<file path="config.mk">
export PLATFORM = sky130hd
export DESIGN_NAME = lpf_tap_cell
export DESIGN_NICKNAME = d
export VERILOG_FILES = /design/src/rtl/core/laplacian_four_neighbour_filter_top_assert.svh /design/src/rtl/core/lpf_pkg.sv /design/src/rtl/core/lpf_tap_cell.sv
export SDC_FILE = /design/constraint.sdc
export NUM_CORES = 1
export LEC_CHECK = 0
export BUFFER_PORTS_ARGS = -buffer_cell sky130_fd_sc_hd__buf_4
export CAP_MARGIN = 25
export CORE_AREA = 2 2 39 41
export CTS_CLUSTER_DIAMETER = 80
export CTS_CLUSTER_SIZE = 30
export DETAILED_ROUTE_END_ITERATION = 8
export DIE_AREA = 0 0 41 43
export GPL_TIMING_DRIVEN = 0
export SLEW_MARGIN = 20
export SYNTH_ARGS = -nofsm -noshare
export SYNTH_HDL_FRONTEND = slang
export SYNTH_SLANG_ARGS = --single-unit
</file>
<file path="constraint.sdc">
create_clock -name clk -period 0.8 [get_ports clk]
set_input_delay 0.04 -clock clk [delete_from_list [all_inputs] [get_ports clk]]
set_output_delay 0.04 -clock clk [all_outputs]
set_load 0.005 [all_outputs]
</file>
<file path="src/rtl/core/laplacian_four_neighbour_filter_top_assert.svh">
// Assertion macros for the Laplacian filter; clocked on clk, held off during reset.
`ifndef LAPLACIAN_FOUR_NEIGHBOUR_FILTER_TOP_ASSERT_SVH
`define LAPLACIAN_FOUR_NEIGHBOUR_FILTER_TOP_ASSERT_SVH

// Same-cycle implication.
`define LPF_ASSERT_NOW(label, ante, cons, msg) \
	label: assert property (@(posedge clk) disable iff (!arst_n) (ante) |-> (cons)) \
		else $error(msg);

// Next-cycle implication.
`define LPF_ASSERT_NEXT(label, ante, cons, msg) \
	label: assert property (@(posedge clk) disable iff (!arst_n) (ante) |=> (cons)) \
		else $error(msg);

`endif

</file>
<file path="src/rtl/core/lpf_pkg.sv">
package lpf_pkg;

	localparam int MAX_WIDTH    = 1024;
	localparam int COL_W        = $clog2(MAX_WIDTH);
	localparam int ROW_W        = 13;   // row count runs to height + 1 while draining
	localparam int PIX_W        = 8;
	localparam int WIDTH_REG_W  = 11;
	localparam int HEIGHT_REG_W = 12;
	localparam int CFG_DATA_W   = 12;
	localparam int CFG_IDX_W    = 2;
	localparam int SUM_W        = 11;

	localparam logic [CFG_IDX_W-1:0] REG_IMAGE_WIDTH  = 2'd0;
	localparam logic [CFG_IDX_W-1:0] REG_IMAGE_HEIGHT = 2'd1;

	localparam logic [WIDTH_REG_W-1:0]  WIDTH_RESET  = 11'd540;
	localparam logic [HEIGHT_REG_W-1:0] HEIGHT_RESET = 12'd360;
	localparam logic [WIDTH_REG_W-1:0]  MIN_WIDTH    = 11'd3;
	localparam logic [WIDTH_REG_W-1:0]  MAX_WIDTH_V  = WIDTH_REG_W'(MAX_WIDTH);
	localparam logic [HEIGHT_REG_W-1:0] MIN_HEIGHT   = 12'd2;

	localparam logic [PIX_W-1:0] LAP_OFFSET = 8'd128;
	localparam logic [PIX_W-1:0] PIX_MAX    = 8'd255;

	// border flags of the pixel being finished
	typedef struct packed {
		logic l_zero;
		logic r_zero;
		logic u_zero;
		logic d_zero;
		logic last;
	} nbr_t;

	// last column index of the clamped width
	function automatic logic [COL_W-1:0] width_last(input logic [WIDTH_REG_W-1:0] w);
		logic [WIDTH_REG_W-1:0] wc;
		wc = w;
		if (wc < MIN_WIDTH)
			wc = MIN_WIDTH;
		if (wc > MAX_WIDTH_V)
			wc = MAX_WIDTH_V;
		return COL_W'(wc - WIDTH_REG_W'(1));
	endfunction

	function automatic logic [HEIGHT_REG_W-1:0] height_eff(input logic [HEIGHT_REG_W-1:0] h);
		return (h < MIN_HEIGHT) ? MIN_HEIGHT : h;
	endfunction

endpackage

</file>
<file path="src/rtl/core/lpf_tap_cell.sv">
module lpf_tap_cell import lpf_pkg::*; (
	input  logic             clk,
	input  logic             shift,
	input  logic             clear,
	input  logic [PIX_W-1:0] d,
	output logic [PIX_W-1:0] q
);

	logic [PIX_W-1:0] tap_q;

	always_ff @(posedge clk) begin
		if (clear) begin
			tap_q <= '0;
		end else if (shift) begin
			tap_q <= d;
		end
	end

	assign q = tap_q;

endmodule

</file>
==> results.cfg <==
[global_route]
antenna_found_initial = 0
grt_start_max_net_pins = 9
track_usage_pct = 8.45
grt_pass1_vias = 245
overflow = 0
grt_pass1_wl_um = 959

[power]
vdd_drop_max_mv = 0.660
p_total_mw = 0.855
p_seq_share_pct = 50.7
p_int_mw = 0.674
cellPowerDensity_nw_per_um2 = 1910
leakagePower_nw = 0.229
p_sw_share_pct = 21.2
clockPowerShare_pct = 34.7
p_switching_mw = 0.181
p_comb_share_pct = 14.5

[drt]
vias = 237
wirelength_um = 597
postRouteAntennaNets = 0
drc = 0
first_pass_iters = 1
wl_per_cell_um = 9.79
routed_via_density = 3.89
drt_first_iter_violations = 0

[sta]
setup_violations = 0
maxSlewHeadroom_pct = 74.8
finalMaxSlewViolations = 0
skew_ps = 0
finalCritPeriodShare_pct = 90.2
hold_viol_final = 0
whs_ps = 32.0
min_period_ps = 722
fmax_mhz = 1390
setup_tns_ps = 0
rsz0062_at_grt = false
worst_pin_slew_ps = 379

[clock_tree]
cts.repair.resized = 0
clk_latency_ps = 240
cts_buffers = 3
post_cts_buffers = 0
cts.hold.buffers_added = 0
clk_pin_slew_worst_paths_ps = 60
clkSinkCount = 8
cts_tree = yes
cts-root-buf = clkbuf_4
htreeDepth = 1
clock_path_buffers = 2

[finish]
drive_gt1_share_pct = 44.4
final_cells = 61
areaGrowthSynthToFinish_pct = 57.0
fillers = 150
final_nets = 58
largest_reg_flops = 8
antenna_cells = 0
final_common_cell = buf_4
final_cell_mix = buf_4 (16), mux2i_1 (8), nor2_1 (8), dfxtp_1 (8), clkbuf_4 (3)
design_area_um2 = 448

[die]
rows = 14
core_um2 = 1380
fp.dieW_um = 41
die_area_um2 = 1760
num_io_pins = 19
start_util_pct = 20.6
dieHeight_um = 43

[critical_path]
critPathMaxFanout = 2
crit_family = flip-flops
timing_worst_setup_path_type = reg2out
cp_data_arrival_time_ps = 680
worstPathRequired_ps = 760
cp_cell_sequence = buf_4
critPathBufInv = 1
cp-end-kind = output pin
critPathSlowestCell = dfxtp_1
max_stage_delay_ps = 330
critPathLaunchType = flop

[synthesis]
syn_avg_cell_area_um2 = 11.0
ys_ff_latch = 8
ys_seq_area_share_pct = 56.1
yosysUniqueCellTypes = 5
syn_inst = 26
yosysWarnings = 0
synth_area_um2 = 285
syn-num-nets = 37

[placed_design]
place_area_um2 = 425
place_congestion = 0.524
dp_cells = 58
io_buffers = 16

[status]
status = finished, final reports clean

[flow_run]
maxCapViolations = 0

[worst_hold_path]
hold_class = in2reg
-- final cells by class --
cell class                      instances  area (um^2)  area share [%]
Tap cell                               16         20.0            4.47
Buffer                                  2         15.0            3.35
Timing Repair Buffer                   16          120            26.8
Sequential cell                         8          160            35.8
Multi-Input combinational cell         16          110            24.6
Clock buffer                            3         22.5            5.03
-- cells by family (layout without fill, tap and decap cells) --
| kind of cell | count (synthesis) | count (layout) | share of synthesized area [%] |
|---|---|---|---|
| and+or+nand+nor | 8 | 8 | 10.5 |
| DFF | 8 | 8 | 56.1 |
| muxes | 8 | 8 | 28.1 |
| buffers and inverters | 2 | 21 | 5.26 |
-- path summary, 6_finish.rpt --
kind	from	to	slack [ps]	cells after the start
min	d[6]	q[6]$_SDFFE_PP0P_	30	3
max	q[2]$_SDFFE_PP0P_	q[2]	80	1
min reg2reg	q[3]$_SDFFE_PP0P_	q[3]$_SDFFE_PP0P_	490	2
max reg2reg	q[0]$_SDFFE_PP0P_	q[0]$_SDFFE_PP0P_	190	2
-- power by group through the flow --
stage / clock (mW) / sequential (mW) / combinational, mW
final: 0.297 / 0.434 / 0.124
after global routing: 0.340 / 0.436 / 0.137
after CTS: 0.312 / 0.434 / 0.127
after detailed placement: 0 / 0.442 / 0.126
after global placement: 0 / 0.441 / 0.124
after floorplan: 0 / 0.444 / 0.0507
-- Yosys cell counts --
cell type,count,share of area [%]
dfxtp_1,8,56
mux2i_1,8,28
nor2_1,8,11
buf_1,1,1.3
buf_6,1,3.9
-- per-layer routing --
metal / share of wire (%) / up-vias / global-route usage [%]
li1: - / 122 / -
met1: 45 / 104 / 9.39
met2: 45 / 11 / 12.2
met3: 11 / 0 / 3.66
met4: 0 / 0 / 6.00
met5: 0 / - / 0
-- per-stage QoR --
| stage | util, % | worst slack, ps |
|---|---|---|
| 6_report | 32.4 | 78.3 |
| 5_1_grt | 32.4 | 31.7 |
| 4_1_cts | 32.4 | 68.8 |
| 3_5_place_dp | 30.7 | 204 |
| 3_3_place_gp | 30.7 | 215 |
| 2_1_floorplan | - | 226 |
Power figures use the tool's default switching activity.
