--- src/rtl/core/laplacian_four_neighbour_filter_top_assert.svh ---
// Assertion macros for the Laplacian filter; clocked on clk, held off during reset.
`ifndef LAPLACIAN_FOUR_NEIGHBOUR_FILTER_TOP_ASSERT_SVH
`define LAPLACIAN_FOUR_NEIGHBOUR_FILTER_TOP_ASSERT_SVH

// Same-cycle implication.
`define LPF_ASSERT_NOW(label, ante, cons, msg) \
	label: assert property (@(posedge clk) disable iff (!arst_n) (ante) |-> (cons)) \
		else $error(msg);

// Next-cycle implication.
`define LPF_ASSERT_NEXT(label, ante, cons, msg) \
	label: assert property (@(posedge clk) disable iff (!arst_n) (ante) |=> (cons)) \
		else $error(msg);

`endif

--- src/rtl/core/lpf_pkg.sv ---
package lpf_pkg;

	localparam int MAX_WIDTH    = 1024;
	localparam int COL_W        = $clog2(MAX_WIDTH);
	localparam int ROW_W        = 13;   // row count runs to height + 1 while draining
	localparam int PIX_W        = 8;
	localparam int WIDTH_REG_W  = 11;
	localparam int HEIGHT_REG_W = 12;
	localparam int CFG_DATA_W   = 12;
	localparam int CFG_IDX_W    = 2;
	localparam int SUM_W        = 11;

	localparam logic [CFG_IDX_W-1:0] REG_IMAGE_WIDTH  = 2'd0;
	localparam logic [CFG_IDX_W-1:0] REG_IMAGE_HEIGHT = 2'd1;

	localparam logic [WIDTH_REG_W-1:0]  WIDTH_RESET  = 11'd540;
	localparam logic [HEIGHT_REG_W-1:0] HEIGHT_RESET = 12'd360;
	localparam logic [WIDTH_REG_W-1:0]  MIN_WIDTH    = 11'd3;
	localparam logic [WIDTH_REG_W-1:0]  MAX_WIDTH_V  = WIDTH_REG_W'(MAX_WIDTH);
	localparam logic [HEIGHT_REG_W-1:0] MIN_HEIGHT   = 12'd2;

	localparam logic [PIX_W-1:0] LAP_OFFSET = 8'd128;
	localparam logic [PIX_W-1:0] PIX_MAX    = 8'd255;

	// border flags of the pixel being finished
	typedef struct packed {
		logic l_zero;
		logic r_zero;
		logic u_zero;
		logic d_zero;
		logic last;
	} nbr_t;

	// last column index of the clamped width
	function automatic logic [COL_W-1:0] width_last(input logic [WIDTH_REG_W-1:0] w);
		logic [WIDTH_REG_W-1:0] wc;
		wc = w;
		if (wc < MIN_WIDTH)
			wc = MIN_WIDTH;
		if (wc > MAX_WIDTH_V)
			wc = MAX_WIDTH_V;
		return COL_W'(wc - WIDTH_REG_W'(1));
	endfunction

	function automatic logic [HEIGHT_REG_W-1:0] height_eff(input logic [HEIGHT_REG_W-1:0] h);
		return (h < MIN_HEIGHT) ? MIN_HEIGHT : h;
	endfunction

endpackage

--- src/rtl/core/lpf_stencil.sv ---
module lpf_stencil import lpf_pkg::*; (
	input  logic             clk,
	input  logic             load,
	input  logic [PIX_W-1:0] centre,
	input  logic [PIX_W-1:0] left,
	input  logic [PIX_W-1:0] right,
	input  logic [PIX_W-1:0] up,
	input  logic [PIX_W-1:0] down,
	input  nbr_t             flags,
	output logic [PIX_W-1:0] filtered,
	output logic             frame_end
);

	logic [SUM_W-1:0] pos;
	logic [SUM_W-1:0] neg;
	logic [SUM_W-1:0] diff;
	logic [PIX_W-1:0] result;
	logic [PIX_W-1:0] filtered_s2;
	logic             frame_end_s2;

	// split into positive and negative parts so the clamp needs no sign
	always_comb begin
		pos = SUM_W'(LAP_OFFSET)
			+ (flags.l_zero ? '0 : SUM_W'(left))
			+ (flags.r_zero ? '0 : SUM_W'(right))
			+ (flags.u_zero ? '0 : SUM_W'(up))
			+ (flags.d_zero ? '0 : SUM_W'(down));
		neg  = SUM_W'({centre, 2'b00});
		diff = pos - neg;
		if (pos < neg) begin
			result = '0;
		end else if (diff > SUM_W'(PIX_MAX)) begin
			result = PIX_MAX;
		end else begin
			result = diff[PIX_W-1:0];
		end
	end

	always_ff @(posedge clk) begin
		if (load) begin
			filtered_s2  <= result;
			frame_end_s2 <= flags.last;
		end
	end

	assign filtered  = filtered_s2;
	assign frame_end = frame_end_s2;

endmodule

--- config.mk ---
export PLATFORM = sky130hd
export DESIGN_NAME = lpf_stencil
export DESIGN_NICKNAME = d
export VERILOG_FILES = /design/src/rtl/core/laplacian_four_neighbour_filter_top_assert.svh /design/src/rtl/core/lpf_pkg.sv /design/src/rtl/core/lpf_stencil.sv
export SDC_FILE = /design/constraint.sdc
export NUM_CORES = 1
export LEC_CHECK = 0
export ABC_AREA = 1
export ABC_CLOCK_PERIOD_IN_PS = 6700
export BUFFER_PORTS_ARGS = -buffer_cell sky130_fd_sc_hd__buf_2
export CAP_MARGIN = 0
export CORE_MARGIN = 10
export CORE_UTILIZATION = 28
export CTS_CLUSTER_DIAMETER = 40
export DETAILED_ROUTE_END_ITERATION = 12
export HOLD_SLACK_MARGIN = 0.1
export SLEW_MARGIN = 30
export SYNTH_ARGS = -nofsm -noshare
export SYNTH_HDL_FRONTEND = slang
export SYNTH_SLANG_ARGS = --single-unit
--- constraint.sdc ---
create_clock -name clk -period 6.7 [get_ports clk]
set_input_delay 1.34 -clock clk [delete_from_list [all_inputs] [get_ports clk]]
set_output_delay 1.34 -clock clk [all_outputs]
set_load 0.01 [all_outputs]
==> impl_metrics.tcl <==
set metrics [dict create \
    cts.sinks 9 \
    crit_arrival_ps 5310 \
    post-route-period-util_pct 79.4 \
    netlist_area_sq_um 1960 \
    hpwlAfterDp_mm 4.00 \
    finalSetupViolCount 0 \
    start_kind "input port" \
    end_kind "flop" \
    cts_resized 0 \
    area_growth_pct 21.5 \
    hp-start "flags[0]" \
    synth_edf_count 9 \
    initial_core_util_pct 28.8 \
    synth_top_cell_area_share_pct 17.4 \
    synth.most_common_cell "inv_1" \
    worstHoldPathType "in2reg" \
    holdPathStages 1 \
    io_pins 56 \
    cts-htree-levels 1 \
    yosysTopAreaCell "fa_1" \
    met2_usage_pct 14.6 \
    nets 414 \
    wirelength_mm 4.30 \
    synthesis.nets 357 \
    cts.clk_slew.worst_paths_ps 40 \
    grt_pass1_vias 1799 \
    avgSynthCellArea_sq_um 7.28 \
    first_pass_iters 4 \
    pre_cts_slack_ps 1140 \
    port_buffers 55 \
    detail_route.iter0.violations 78 \
    use_met1_pct 9.10 \
    busiest_layer "met2" \
    gp_congestion 0.807 \
    critPathLaunch "flags[3]" \
    vdd_drop_max_v 0.0000885 \
    num_antenna_cells 0 \
    critPathMaxStageDelay_ps 490 \
    maxCapViolations 0 \
    use_met3_pct 1.49 \
    synth_ff_type "edfxtp_1" \
    cts_tree "done" \
    hold_buffers 0 \
    hold_violations 0 \
    track_usage_pct 8.08 \
    grt-ovfl-total 0 \
    drc 0 \
    ant_nets 0 \
    critPathSlowestCell "fa_1" \
    powerDensity_nw_per_um2 297 \
    post_drt_via_cell_ratio 4.17 \
    tightest_slew_ps 267 \
    clockRootBuffer "clkbuf_8" \
    rows 30 \
    syn_inst 269 \
    numCtsBuffers 3 \
    grt_pass1_wl_mm 7.50 \
    critPathMaxFanout 8 \
    crit_end "filtered[5]" \
    run_status "finished, final reports clean" \
    grt_antenna_before_repair 0 \
    grt_max_degree 10 \
    required_ps 6690 \
    fill_cells 743 \
    die_w_um 104 \
    slew_headroom_pct 82.0 \
    slew_viol_final 0 \
    cts.path.max_buffers 2 \
    grt_setup_unrepaired "no" \
    async_flop_share_pct 0 \
    drive_above_1_share_pct 24.9 \
    yosys_warnings 0 \
    die_h_um 104 \
    setup_tns_ps 0 \
    yosys-top-cells-area "fa_1 (17%), ha_1 (15%), inv_1 (15%)" \
    finalWorstSetupSlack_ps 1380 \
    ys_ff_latch 9 \
    leakage_nw 1.43 \
    min_period_ps 5320 \
    yosys-top-cells-count "inv_1 (80), nand2_1 (45), nor2_1 (30), ha_1 (24), fa_1 (17)" \
    crit_chain "buf_2, nor2_1, fa_1, fa_1, ha_1, ha_1, inv_1, fa_1, nand3b_1, nand2_2, a31oi_1, xor2_1, ha_1, nand2_1, inv_1, a21oi_4, nand2_2, nand2_2, nand2_4, nor2_8, nand3_1, nand2_1, inv_1" \
    ys_seq_area_share_pct 13.8 \
    core_area_sq_um 6790 \
    vias 1756 \
    multi_input_area_sq_um 1360 \
    fp.dieArea_sq_um 10700 \
    cts_setup_buffers 0 \
    path_class "in2reg" \
    max_clock_freq_mhz 188 \
    synth_cell_type_count 27 \
    regArea_sq_um 270 \
    wl_per_cell_um 10.2 \
]
==> through the flow <==
step | utilization (%) | power, mW | std cells | cell area (sq um) | hold slack (ps)
after floorplan | - | 0.541 | 269 | 1960 | 1440
after global placement | 34.4 | 0.643 | 417 | 2330 | 1520
after detailed placement | 34.4 | 0.650 | 417 | 2330 | 1520
after CTS | 35.0 | 0.717 | 421 | 2380 | 1270
after global routing | 35.0 | 0.790 | 421 | 2380 | 1290
final | 35.0 | 0.707 | 421 | 2380 | 1280
==> worst min path at each step <==
stage,slack [ps],end
2_1_floorplan,1440,frame_end
3_3_place_gp,1520,frame_end
3_5_place_dp,1520,frame_end
4_1_cts,1270,frame_end
5_1_grt,1290,frame_end
6_report,1280,frame_end
==> flip-flops by register name, summed over array words and instances (netlist names) <==
register,flops
filtered,8
frame_end,1
==> area by class of cell <==
cell class	instances	area share (%)
multi-input cells	175	57.2
inverters	82	12.9
repair buffers	55	11.6
flip-flops and latches	9	11.4
well taps	96	5.05
clock buffers	4	1.89
==> where the power goes <==
part / leakage, nW / total [mW] / internal [mW] / switching (mW)
Clock: 0.0228 / 0.0629 / 0.0414 / 0.0214
Combinational: 1.32 / 0.547 / 0.217 / 0.330
Sequential: 0.0871 / 0.0971 / 0.0934 / 0.00375
==> metal layers <==
metal  wire [um]  vias to the layer above
met3         219                        4
met2        2170                       36
met5           0                        -
met1        1860                      804
li1            -                      912
met4          55                        0
==> logic make-up after synthesis <==
kind of cell               count (synthesis)  synth area share (%)
and+or+nand+nor                          110                  26.8
buffers and inverters                     85                  16.7
DFF                                        9                  13.8
xor gates and xnor gates                   9                  4.03
adders and majority gates                 41                  32.7
AOI/OAI and AO/OA                         15                  5.94
==> cell usage in the layout (no fill, tap or decap), drive strengths merged <==
cell    instances
ha             24
nand4           4
nor2           34
edfxtp          9
clkbuf          4
o21ai           2
nand3          15
nand2          56
nand3b          1
a31oi           1
a21oi          10
fa             17
xor2            4
xnor2           5
a21boi          1
o221ai          1
buf            55
inv            82
==> worst max-delay path: cells and delay by family <==
| kind | cells | cell delay [ps] |
|---|---|---|
| xor gates and xnor gates | 1 | 150 |
| buffers and inverters | 4 | 330 |
| AOI/OAI and AO/OA | 2 | 260 |
| adders and majority gates | 6 | 2150 |
| and+or+nand+nor | 10 | 1080 |
(Power assumes the default switching activity.)
